==> config.mk <==
export PLATFORM = sky130hd
export DESIGN_NAME = scsi_command_queue
export DESIGN_NICKNAME = d
export VERILOG_FILES = /design/src/hdl/scq_pkg.sv /design/src/hdl/scq_ram.sv /design/src/hdl/scq_ctrl.sv /design/src/hdl/scq_dpath.sv /design/src/hdl/scsi_command_queue.sv
export VERILOG_INCLUDE_DIRS = /design/src /design/src/hdl
export SDC_FILE = /design/constraint.sdc
export NUM_CORES = 2
export LEC_CHECK = 0
export ABC_AREA = 1
export BUFFER_PORTS_ARGS = -buffer_cell sky130_fd_sc_hd__buf_2
export CAP_MARGIN = 25
export CORE_UTILIZATION = 40
export DETAILED_ROUTE_END_ITERATION = 16
export GPL_TIMING_DRIVEN = 0
export PLACE_DENSITY = 0.64
export SYNTH_ARGS = -nofsm -noshare
export SYNTH_HDL_FRONTEND = slang
export SYNTH_SLANG_ARGS = --single-unit
==> constraint.sdc <==
create_clock -name aclk -period 14.9 [get_ports aclk]
set_input_delay 2.235 -clock aclk [delete_from_list [all_inputs] [get_ports aclk]]
set_output_delay 2.235 -clock aclk [all_outputs]
set_load 0.02 [all_outputs]
==> src/hdl/scsi_command_queue_assert.svh <==
// assertion macros shared by the command queue modules
`ifndef SCSI_COMMAND_QUEUE_ASSERT_SVH
`define SCSI_COMMAND_QUEUE_ASSERT_SVH

// same-cycle implication, checked only out of reset
`define SCQ_ASSERT_IMP(label, clk, rstn, ante, cons) \
    label: assert property (@(posedge clk) disable iff (!(rstn)) (ante) |-> (cons)) \
        else $error("scq assertion failed");

// next-cycle implication, checked only out of reset
`define SCQ_ASSERT_NXT(label, clk, rstn, ante, cons) \
    label: assert property (@(posedge clk) disable iff (!(rstn)) (ante) |=> (cons)) \
        else $error("scq assertion failed");

`endif

==> src/hdl/scq_pkg.sv <==
`timescale 1ns / 1ps
`default_nettype none

package scq_pkg;

    // pool size and stored handle width
    localparam int QUEUE_DEPTH = 32;
    localparam int HANDLE_BITS = 16;
    localparam int IDX_W       = $clog2(QUEUE_DEPTH);
    localparam int CNT_W       = $clog2(QUEUE_DEPTH + 1);

    localparam int S_TDATA_W = 112;
    localparam int M_TDATA_W = 24;
    localparam int M_PAD_W   = M_TDATA_W - 17;

    localparam logic [7:0] OPC_REQUEST_SENSE = 8'h03;

    typedef logic [IDX_W-1:0]       idx_t;
    typedef logic [CNT_W-1:0]       cnt_t;
    typedef logic [HANDLE_BITS-1:0] handle_t;

    typedef enum logic [2:0] {
        FN_ADD_TAIL      = 3'd0,
        FN_ADD_ORDERED   = 3'd1,
        FN_REMOVE_HEAD   = 3'd2,
        FN_REMOVE_IDLE   = 3'd3,
        FN_REMOVE_TLT    = 3'd4,
        FN_PROBE_TL      = 3'd5,
        FN_FIND_HANDLE   = 3'd6,
        FN_REMOVE_HANDLE = 3'd7
    } func_t;

    // input item as packed on s_tdata, last field lowest
    typedef struct packed {
        logic [6:0]  pad;
        logic [63:0] busy_map;
        logic [7:0]  opcode_byte;
        logic [7:0]  tag_id;
        logic [2:0]  lun_id;
        logic [2:0]  target_id;
        logic [15:0] cmd_handle;
        func_t       func;
    } item_t;

    // one pool entry
    typedef struct packed {
        handle_t    handle;
        logic [2:0] target;
        logic [2:0] lun;
        logic [7:0] tag;
    } entry_t;

    typedef enum logic [3:0] {
        ST_IDLE,
        ST_DECODE,
        ST_ADD_LINK,
        ST_ADD_TAIL,
        ST_WALK,
        ST_UNLINK_PREV,
        ST_UNLINK_FREE,
        ST_PASS,
        ST_FAIL
    } state_t;

    // controller to datapath
    typedef struct packed {
        logic load_item;
        logic add_read;
        logic add_link;
        logic add_tail;
        logic walk_start;
        logic walk_step;
        logic walk_hit;
        logic unlink_prev;
        logic unlink_free;
        logic result_load;
        logic result_ok;
    } ctl_cmd_t;

    // datapath to controller
    typedef struct packed {
        logic is_add;
        logic full;
        logic empty;
        logic tail_link;
        logic remove_op;
        logic match;
        logic last_pos;
        logic out_free;
    } dp_status_t;

    // successor of a pool index, as chained after reset
    function automatic idx_t idx_succ(input idx_t i);
        idx_succ = (i == IDX_W'(QUEUE_DEPTH - 1)) ? '0 : IDX_W'(i + 1'b1);
    endfunction

endpackage

`default_nettype wire

==> src/hdl/scq_ram.sv <==
`timescale 1ns / 1ps
`default_nettype none

module scq_ram #(
    parameter int WIDTH = 8,
    parameter int DEPTH = 32
) (
    input  wire                      clk,
    input  wire                      we,
    input  wire  [$clog2(DEPTH)-1:0] waddr,
    input  wire  [WIDTH-1:0]         wdata,
    input  wire  [$clog2(DEPTH)-1:0] raddr,
    output logic [WIDTH-1:0]         rdata
);

    logic [WIDTH-1:0] mem_reg [DEPTH];
    logic [WIDTH-1:0] rdata_reg;

    // one write port, one registered read port
    always_ff @(posedge clk) begin
        if (we) begin
            mem_reg[waddr] <= wdata;
        end
        rdata_reg <= mem_reg[raddr];
    end

    assign rdata = rdata_reg;

endmodule

`default_nettype wire

==> src/hdl/scq_ctrl.sv <==
`timescale 1ns / 1ps
`default_nettype none
`include "scsi_command_queue_assert.svh"

module scq_ctrl
    import scq_pkg::*;
(
    input  wire         aclk,
    input  wire         aresetn,
    input  wire         s_tvalid,
    output logic        s_tready,
    input  dp_status_t  status,
    output ctl_cmd_t    cmd
);

    state_t state_reg;
    state_t state_next;

    // state register
    always_ff @(posedge aclk) begin
        if (!aresetn) begin
            state_reg <= ST_IDLE;
        end else begin
            state_reg <= state_next;
        end
    end

    // next state
    always_comb begin
        state_next = state_reg;
        unique case (state_reg)
            ST_IDLE: begin
                if (s_tvalid) begin
                    state_next = ST_DECODE;
                end
            end
            ST_DECODE: begin
                if (status.is_add) begin
                    state_next = status.full ? ST_FAIL : ST_ADD_LINK;
                end else begin
                    state_next = status.empty ? ST_FAIL : ST_WALK;
                end
            end
            ST_ADD_LINK: begin
                state_next = status.tail_link ? ST_ADD_TAIL : ST_PASS;
            end
            ST_ADD_TAIL: begin
                state_next = ST_PASS;
            end
            ST_WALK: begin
                priority if (status.match) begin
                    state_next = status.remove_op ? ST_UNLINK_PREV : ST_PASS;
                end else if (status.last_pos) begin
                    state_next = ST_FAIL;
                end else begin
                    state_next = ST_WALK;
                end
            end
            ST_UNLINK_PREV: begin
                state_next = ST_UNLINK_FREE;
            end
            ST_UNLINK_FREE: begin
                state_next = ST_PASS;
            end
            ST_PASS, ST_FAIL: begin
                if (status.out_free) begin
                    state_next = ST_IDLE;
                end
            end
            default: begin
                state_next = ST_IDLE;
            end
        endcase
    end

    // datapath commands
    always_comb begin
        cmd      = '0;
        s_tready = 1'b0;
        unique case (state_reg)
            ST_IDLE: begin
                s_tready      = 1'b1;
                cmd.load_item = s_tvalid;
            end
            ST_DECODE: begin
                cmd.add_read   = status.is_add && !status.full;
                cmd.walk_start = !status.is_add && !status.empty;
            end
            ST_ADD_LINK: begin
                cmd.add_link = 1'b1;
            end
            ST_ADD_TAIL: begin
                cmd.add_tail = 1'b1;
            end
            ST_WALK: begin
                cmd.walk_hit  = status.match;
                cmd.walk_step = !status.match && !status.last_pos;
            end
            ST_UNLINK_PREV: begin
                cmd.unlink_prev = 1'b1;
            end
            ST_UNLINK_FREE: begin
                cmd.unlink_free = 1'b1;
            end
            ST_PASS: begin
                cmd.result_load = status.out_free;
                cmd.result_ok   = 1'b1;
            end
            ST_FAIL: begin
                cmd.result_load = status.out_free;
            end
            default: begin
                cmd = '0;
            end
        endcase
    end

    // checks
    `SCQ_ASSERT_IMP(a_link_not_full, aclk, aresetn, state_reg == ST_ADD_LINK, !status.full)
    `SCQ_ASSERT_IMP(a_walk_not_empty, aclk, aresetn, state_reg == ST_WALK, !status.empty)
    `SCQ_ASSERT_NXT(a_tail_after_link, aclk, aresetn, state_reg == ST_ADD_TAIL, state_reg == ST_PASS)

endmodule

`default_nettype wire

==> src/hdl/scq_dpath.sv <==
`timescale 1ns / 1ps
`default_nettype none
`include "scsi_command_queue_assert.svh"

module scq_dpath
    import scq_pkg::*;
(
    input  wire                  aclk,
    input  wire                  aresetn,
    input  wire  [S_TDATA_W-1:0] s_tdata,
    input  ctl_cmd_t             cmd,
    output dp_status_t           status,
    output logic                 m_tvalid,
    input  wire                  m_tready,
    output logic [M_TDATA_W-1:0] m_tdata
);

    // latched item
    item_t   item_reg;
    func_t   func;
    entry_t  new_entry;

    // list pointers
    idx_t    head_reg;
    idx_t    tail_reg;
    idx_t    free_reg;
    cnt_t    count_reg;
    logic [QUEUE_DEPTH-1:0] nvalid_reg;

    // walk state
    idx_t    q_reg;
    idx_t    pr_reg;
    cnt_t    pos_reg;
    idx_t    nx_reg;
    idx_t    rd_addr_reg;
    handle_t hit_handle_reg;

    // result register
    logic        m_tvalid_reg;
    logic        m_ok_reg;
    logic [15:0] m_handle_reg;

    // ram ports
    idx_t    ram_raddr;
    logic    next_we;
    idx_t    next_waddr;
    idx_t    next_wdata;
    idx_t    next_rdata;
    entry_t  pay_rdata;
    idx_t    nx_rd;

    logic    head_op;
    logic    first_pos;
    logic    busy_bit;
    logic    entry_match;

    assign func = item_reg.func;

    assign new_entry.handle = HANDLE_BITS'(item_reg.cmd_handle);
    assign new_entry.target = item_reg.target_id;
    assign new_entry.lun    = item_reg.lun_id;
    assign new_entry.tag    = item_reg.tag_id;

    // item capture on input transfer
    always_ff @(posedge aclk) begin
        if (cmd.load_item) begin
            item_reg <= item_t'(s_tdata);
        end
    end

    // successor read back from the link ram, reset chain where never written
    assign nx_rd = nvalid_reg[rd_addr_reg] ? next_rdata : idx_succ(rd_addr_reg);

    // an ordered add of request sense goes in front when the queue is not empty
    assign head_op = (func == FN_ADD_ORDERED) && (item_reg.opcode_byte == OPC_REQUEST_SENSE);

    assign first_pos = (pos_reg == '0);
    assign busy_bit  = item_reg.busy_map[{pay_rdata.target, pay_rdata.lun}];

    // entry compare by operation
    always_comb begin
        unique case (func)
            FN_ADD_TAIL, FN_ADD_ORDERED: entry_match = 1'b0;
            FN_REMOVE_HEAD:              entry_match = 1'b1;
            FN_REMOVE_IDLE:              entry_match = !busy_bit;
            FN_REMOVE_TLT: begin
                entry_match = (pay_rdata.target == item_reg.target_id)
                           && (pay_rdata.lun == item_reg.lun_id)
                           && (pay_rdata.tag == item_reg.tag_id);
            end
            FN_PROBE_TL: begin
                entry_match = (pay_rdata.target == item_reg.target_id)
                           && (pay_rdata.lun == item_reg.lun_id);
            end
            FN_FIND_HANDLE, FN_REMOVE_HANDLE: begin
                entry_match = (pay_rdata.handle == HANDLE_BITS'(item_reg.cmd_handle));
            end
            default: entry_match = 1'b0;
        endcase
    end

    // status to the controller
    assign status.is_add    = (func == FN_ADD_TAIL) || (func == FN_ADD_ORDERED);
    assign status.full      = (count_reg == CNT_W'(QUEUE_DEPTH));
    assign status.empty     = (count_reg == '0);
    assign status.tail_link = (count_reg != '0) && !head_op;
    assign status.remove_op = (func == FN_REMOVE_HEAD) || (func == FN_REMOVE_IDLE)
                           || (func == FN_REMOVE_TLT) || (func == FN_REMOVE_HANDLE);
    assign status.match     = entry_match;
    assign status.last_pos  = (CNT_W'(pos_reg + 1'b1) == count_reg);
    assign status.out_free  = !m_tvalid_reg || m_tready;

    // read address for both rams
    always_comb begin
        priority if (cmd.add_read) begin
            ram_raddr = free_reg;
        end else if (cmd.walk_start) begin
            ram_raddr = head_reg;
        end else if (cmd.walk_step) begin
            ram_raddr = nx_rd;
        end else begin
            ram_raddr = rd_addr_reg;
        end
    end

    // link ram write
    always_comb begin
        next_we    = 1'b0;
        next_waddr = free_reg;
        next_wdata = '0;
        priority if (cmd.add_link) begin
            next_we    = 1'b1;
            next_waddr = free_reg;
            next_wdata = (head_op && count_reg != '0) ? head_reg : '0;
        end else if (cmd.add_tail) begin
            next_we    = 1'b1;
            next_waddr = tail_reg;
            next_wdata = q_reg;
        end else if (cmd.unlink_prev) begin
            next_we    = !first_pos;
            next_waddr = pr_reg;
            next_wdata = nx_reg;
        end else if (cmd.unlink_free) begin
            next_we    = 1'b1;
            next_waddr = q_reg;
            next_wdata = free_reg;
        end else begin
            next_we    = 1'b0;
        end
    end

    scq_ram #(
        .WIDTH ($bits(entry_t)),
        .DEPTH (QUEUE_DEPTH)
    ) u_pay_ram (
        .clk   (aclk),
        .we    (cmd.add_read),
        .waddr (free_reg),
        .wdata (new_entry),
        .raddr (ram_raddr),
        .rdata (pay_rdata)
    );

    scq_ram #(
        .WIDTH (IDX_W),
        .DEPTH (QUEUE_DEPTH)
    ) u_next_ram (
        .clk   (aclk),
        .we    (next_we),
        .waddr (next_waddr),
        .wdata (next_wdata),
        .raddr (ram_raddr),
        .rdata (next_rdata)
    );

    // list pointers, count and link valid bits
    always_ff @(posedge aclk) begin
        if (!aresetn) begin
            head_reg   <= '0;
            tail_reg   <= '0;
            free_reg   <= '0;
            count_reg  <= '0;
            nvalid_reg <= '0;
        end else begin
            if (next_we) begin
                nvalid_reg[next_waddr] <= 1'b1;
            end
            if (cmd.add_link) begin
                free_reg  <= nx_rd;
                count_reg <= CNT_W'(count_reg + 1'b1);
                if (count_reg == '0) begin
                    head_reg <= free_reg;
                    tail_reg <= free_reg;
                end else if (head_op) begin
                    head_reg <= free_reg;
                end
            end
            if (cmd.add_tail) begin
                tail_reg <= q_reg;
            end
            if (cmd.unlink_prev) begin
                if (first_pos) begin
                    head_reg <= nx_reg;
                end else if (status.last_pos) begin
                    tail_reg <= pr_reg;
                end
            end
            if (cmd.unlink_free) begin
                free_reg  <= q_reg;
                count_reg <= CNT_W'(count_reg - 1'b1);
            end
        end
    end

    // walk position and hit capture
    always_ff @(posedge aclk) begin
        rd_addr_reg <= ram_raddr;
        if (cmd.add_link) begin
            q_reg <= free_reg;
        end
        if (cmd.walk_start) begin
            q_reg   <= head_reg;
            pr_reg  <= '0;
            pos_reg <= '0;
        end
        if (cmd.walk_step) begin
            pr_reg  <= q_reg;
            q_reg   <= nx_rd;
            pos_reg <= CNT_W'(pos_reg + 1'b1);
        end
        if (cmd.walk_hit) begin
            nx_reg         <= nx_rd;
            hit_handle_reg <= pay_rdata.handle;
        end
    end

    // result register, valid cleared on output transfer
    always_ff @(posedge aclk) begin
        if (!aresetn) begin
            m_tvalid_reg <= 1'b0;
        end else if (cmd.result_load) begin
            m_tvalid_reg <= 1'b1;
        end else if (m_tready) begin
            m_tvalid_reg <= 1'b0;
        end
    end

    always_ff @(posedge aclk) begin
        if (cmd.result_load) begin
            m_ok_reg     <= cmd.result_ok;
            m_handle_reg <= (cmd.result_ok && status.remove_op) ? 16'(hit_handle_reg) : 16'h0;
        end
    end

    assign m_tvalid = m_tvalid_reg;
    assign m_tdata  = {{M_PAD_W{1'b0}}, m_handle_reg, m_ok_reg};

    // checks
    `SCQ_ASSERT_IMP(a_count_range, aclk, aresetn, 1'b1, count_reg <= CNT_W'(QUEUE_DEPTH))
    `SCQ_ASSERT_NXT(a_add_counts, aclk, aresetn, cmd.add_link, count_reg == CNT_W'($past(count_reg) + 1'b1))
    `SCQ_ASSERT_NXT(a_walk_in_list, aclk, aresetn, cmd.walk_step, pos_reg < count_reg)

endmodule

`default_nettype wire

==> src/hdl/scsi_command_queue.sv <==
// sequence: an add passes decode and link, plus a tail step when it links behind the tail;
// a full queue fails at decode; a search walks the list from the head, plus an unlink and a
// free step to remove; the walk follows one link per cycle through the registered link ram;
// a new item is taken only when idle, after the result of the last one is loaded
// reset: synchronous, active low; empties the queue, restores the free chain through
// per-entry link valid bits at once, no clearing pass; the entry ram is not cleared
`timescale 1ns / 1ps
`default_nettype none

module scsi_command_queue
    import scq_pkg::*;
(
    input  wire                  aclk,
    input  wire                  aresetn,
    input  wire                  s_tvalid,
    output logic                 s_tready,
    // func, cmd_handle, target_id, lun_id, tag_id, opcode_byte, busy_map
    input  wire  [S_TDATA_W-1:0] s_tdata,
    output logic                 m_tvalid,
    input  wire                  m_tready,
    // ok, out_handle
    output logic [M_TDATA_W-1:0] m_tdata
);

    ctl_cmd_t   cmd;
    dp_status_t status;

    scq_ctrl u_ctrl (
        .aclk     (aclk),
        .aresetn  (aresetn),
        .s_tvalid (s_tvalid),
        .s_tready (s_tready),
        .status   (status),
        .cmd      (cmd)
    );

    scq_dpath u_dpath (
        .aclk     (aclk),
        .aresetn  (aresetn),
        .s_tdata  (s_tdata),
        .cmd      (cmd),
        .status   (status),
        .m_tvalid (m_tvalid),
        .m_tready (m_tready),
        .m_tdata  (m_tdata)
    );

endmodule

`default_nettype wire

==> PnR_summary.wiki <==
{| class="wikitable"
! Metric !! Value
|-
| Status || completed
|-
| Number of cells in the finished layout apart from fillers || 8120
|-
| FILL cells || 13.5k
|-
| Clock root buffer || sky130_fd_sc_hd__clkbuf_16
|-
| Number of failing setup endpoints in the final timing report || 0
|-
| Maximum achievable frequency || 180 MHz
|-
| Floorplan die area || 0.153 mm^2
|-
| Aggregate routed wire length || 179 mm
|-
| Layout overhead on the synthesized area || 16.7%
|-
| Max_slew headroom || 0.246
|-
| Final net count || 6107
|-
| Final min period || 5.55 ns
|-
| Detailed router's first-iteration violation count || 5013
|-
| IO buf count || 127
|-
| Number of antenna violations at the first check in global routing || 14
|-
| H-Tree Level Count || 4
|-
| Post-synthesis cell area || approximately 0.06 mm^2
|-
| Accumulated negative setup slack || 0 ns
|-
| Pin count of the biggest net entering global routing || 37
|-
| CP max FO || 20
|-
| Drt pass-1 iters || 6
|-
| Worst path depth || 22
|-
| Worst flop-to-flop path endpoint || u_dpath.u_pay_ram.rdata[8]
|-
| Cells after DPL || 7847
|-
| Flip-flop and latch count after synthesis || 1377
|-
| Routability congestion estimate from global placement || 0.917
|-
| Total number of vias || 42.8k
|-
| Part of the Yosys area used for sequential elements || 0.668
|-
| Horizontal die dimension || slightly below 400 um
|-
| Die Height || between 300 and 400 um
|-
| Largest register FFs || between 900 and 1k
|-
| CP startpoint || u_dpath.item_reg[16]
|-
| Cell with the biggest individual delay on the critical path || sky130_fd_sc_hd__edfxtp_1
|-
| Final period utilization || 0.372
|-
| Least-Margin Pin Slew || 1.13 ns
|-
| Max-slew violations || 0
|-
| Global Route Usage Sum || 0.233
|-
| RSZ-0062 raised after global routing || no
|-
| Number of top-level pins || 142
|-
| Cell-by-cell trace of the critical path || buf_16, or2_2, a21oi_1, nand3_1, nor2_1, nand3_1, nand2_1, nor2_2, nand3_4, nand2_2, inv_2, nand2_1, nand4_1, nand2_2, inv_2, buf_6, buf_2, nand3_1, nand3_1, nand2_1, nand2_1, nand2_1
|-
| Longest Clk Path Bufs || 3
|-
| Vias/cell || 5.27
|-
| Mapped Cells || 5625
|-
| Number of setup buffers added after CTS || 0
|-
| Critical path buffers and inverters || 5
|-
| Worst setup SP type || register
|-
| CP delay by family, top || simple AND/OR/NAND/NOR gates
|-
| Clock buffers created by TritonCTS || between 100 and 150
|-
| Post-synthesis average cell area || 10.7 um^2
|-
| Final hold violation count || 0
|-
| Type of element capturing the critical path || register
|-
| Req. time, crit path || 15.50 ns
|-
| Remaining DRCs || 0
|-
| Worst vdd ir || between 0.00015 and 0.0002 V
|-
| Delay of the slowest cell on the worst path || 0.71 ns
|-
| Final worst clock skew || ~0.029 ns
|-
| Slack of the worst reg-to-reg path || 9.35 ns
|-
| Clock input transition at the sequential cells of the worst setup and hold paths || 0.06 ns
|-
| Worst-case reg-to-reg path depth || 22
|-
| Num rows || 142
|-
| Wire length of the first global-routing pass || 260 mm
|-
| Capturing element of the worst setup path || u_dpath.u_pay_ram.rdata[8]
|-
| Cell occurring most often along the worst timing path || sky130_fd_sc_hd__nand2_1
|-
| DR WL/cell || about 22 um
|-
| Static power due to leakage || 28.3 nW
|-
| Fraction of layout instances using a drive strength above 1 || 0.119
|-
| Max Cap Violations || 0
|-
| Count of antenna-violating nets left after detailed routing || 0
|-
| Grt ovf || 0
|-
| Distinct cells, synth || 48
|-
| Warning count from the yosys run || 0
|-
| Number of resized instances in the post-cts repair step || 0
|-
| Type of the most critical hold path || reg2reg
|-
| Worst setup path category || reg2reg
|-
| Clock tree from TritonCTS || built
|-
| Std-Cell Core Area || about 0.15 mm^2
|-
| Detailed Place HPWL || 127 mm
|-
| Hold buffer count at cts || 0
|-
| Origin of the critical flop-to-flop path || u_dpath.item_reg[16]
|-
| Vias in the first global route || 41.0k
|-
| Clock latency on the worst-skew pair || 0.79 ns
|-
| Power density of the placed cells || about 220 mW/mm^2
|-
| TritonCTS Sinks || 1377
|-
| Starting utilization of the core area || 0.403
|-
| Arrival time at the worst endpoint || 6.15 ns
|}
## power by group
| group | total, mW | internal [mW] | switching (mW) | leakage, nW |
|---|---|---|---|---|
| combinational | 6.96 | 1.99 | 4.97 | 13.6 |
| clock | 3.66 | 2.12 | 1.54 | 2.36 |
| sequential | 4.96 | 4.71 | 0.249 | 12.4 |
## kinds of logic (layout without fill, tap and decap cells)
| family | after synthesis | count (layout) | synth area share |
|---|---|---|---|
| flops | 1377 | 1377 | 0.668 |
| compound gates | 123 | 123 | 0.0125 |
| buf+inv | 1245 | 1716 | 0.0868 |
| fa+ha+maj | 9 | 9 | 0.00199 |
| other cells | 1 | 9 | 0.0000620 |
| xor+xnor | 28 | 28 | 0.00406 |
| simple gates | 2841 | 2841 | 0.227 |
| mux | 1 | 1 | 0.000166 |
## cells in the mapped netlist (all sizes together)
cell	count	share of area
nand3b	353	0.044
clkbuf	97	0.0060
a211oi	7	0.00087
a31oi	4	0.00041
inv	902	0.056
xor2	13	0.0019
nor2	225	0.014
nand3	1289	0.11
conb	1	0.000062
a21oi	37	0.0031
o221ai	1	0.00014
a21boi	1	0.00012
o22ai	5	0.00052
xnor2	15	0.0022
clkinv	6	0.00037
o21a	1	0.00012
o41ai	2	0.00029
o21ai	35	0.0030
buf	240	0.024
nor4	2	0.00021
nand2	943	0.059
edfxtp	1279	0.64
and2	1	0.00010
o21bai	1	0.00012
o31ai	6	0.00083
fa	1	0.00033
mux2i	1	0.00017
ha	8	0.0017
dfxtp	98	0.032
a221oi	4	0.00058
nand4	9	0.0010
or2	7	0.00072
o211ai	14	0.0017
nor3	12	0.00099
o2111ai	5	0.00072
## worst min-delay path by stage
stage	from	end	slack, ns	cells after the start
after floorplan	u_dpath.u_pay_ram.rdata[21]	u_dpath.hit_handle_reg[7]	0.41	0
after global placement	u_dpath.u_pay_ram.rdata[21]	u_dpath.hit_handle_reg[7]	0.42	0
after detailed placement	u_dpath.u_pay_ram.rdata[21]	u_dpath.hit_handle_reg[7]	0.42	0
after CTS	u_dpath.u_pay_ram.rdata[21]	u_dpath.hit_handle_reg[7]	0.43	0
after global routing	u_dpath.u_pay_ram.rdata[21]	u_dpath.hit_handle_reg[7]	0.43	0
final	u_dpath.u_pay_ram.rdata[21]	u_dpath.hit_handle_reg[7]	0.44	0
## metal layers
metal	GRT usage	wire length [um]	vias to the layer above
met4	0.0945	6740	0
li1	-	-	19700
met1	0.315	72400	20600
met2	0.373	82500	2136
met5	0	0	-
met3	0.0367	17000	340
## area by class of cell
class	count	area, um^2	area share
sequential	1377	40400	0.572
multi-input combinational	3009	15200	0.215
clock buffer	187	4050	0.0573
inverter	908	3410	0.0483
tap	2016	2520	0.0357
timing repair buffer	202	2410	0.0341
buffer	337	1840	0.0260
clock inverter	82	776	0.0110
antenna	2	5.00	0.0000709
## cells in the final DEF (no fill, tap or decap), types with 7 or more instances in the layout
cell type | netlist | routed
sky130_fd_sc_hd__bufinv_16 | 0 | 11
sky130_fd_sc_hd__nand2_1 | 940 | 940
sky130_fd_sc_hd__buf_2 | 155 | 282
sky130_fd_sc_hd__edfxtp_1 | 1279 | 1279
sky130_fd_sc_hd__inv_6 | 0 | 8
sky130_fd_sc_hd__inv_2 | 11 | 11
sky130_fd_sc_hd__buf_4 | 59 | 60
sky130_fd_sc_hd__nand3b_1 | 353 | 353
sky130_fd_sc_hd__a21oi_1 | 37 | 37
sky130_fd_sc_hd__clkbuf_1 | 97 | 122
sky130_fd_sc_hd__clkinv_2 | 0 | 23
sky130_fd_sc_hd__xnor2_1 | 15 | 15
sky130_fd_sc_hd__nand4_1 | 8 | 8
sky130_fd_sc_hd__nand3_1 | 1286 | 1286
sky130_fd_sc_hd__nor2_1 | 221 | 187
sky130_fd_sc_hd__buf_12 | 0 | 21
sky130_fd_sc_hd__dfxtp_1 | 98 | 98
sky130_fd_sc_hd__buf_8 | 0 | 8
sky130_fd_sc_hd__buf_16 | 0 | 44
sky130_fd_sc_hd__xor2_1 | 13 | 13
sky130_fd_sc_hd__o21ai_0 | 32 | 32
sky130_fd_sc_hd__or2_2 | 7 | 7
sky130_fd_sc_hd__nor3_1 | 12 | 12
sky130_fd_sc_hd__inv_1 | 890 | 890
sky130_fd_sc_hd__clkbuf_16 | 0 | 153
sky130_fd_sc_hd__clkbuf_8 | 0 | 9
sky130_fd_sc_hd__conb_1 | 1 | 7
sky130_fd_sc_hd__a211oi_1 | 7 | 7
sky130_fd_sc_hd__buf_6 | 21 | 22
sky130_fd_sc_hd__ha_1 | 8 | 8
sky130_fd_sc_hd__clkinv_1 | 6 | 31
sky130_fd_sc_hd__o211ai_1 | 14 | 14
sky130_fd_sc_hd__nor2_4 | 0 | 33
## through the flow
stage | area (um^2) | hold WS, ns | setup WS, ns | power (mW) | util
floorplan | 60500 | 0.408 | 7.72 | 8.98 | -
global placement | 63600 | 0.420 | 5.64 | 11.6 | 0.424
detailed placement | 65700 | 0.424 | 9.44 | 11.8 | 0.438
CTS | 70500 | 0.430 | 9.42 | 15.5 | 0.470
global route | 70600 | 0.433 | 9.31 | 16.2 | 0.471
finish | 70600 | 0.436 | 9.35 | 15.6 | 0.471
No activity file was read; power rests on OpenSTA's default activity.
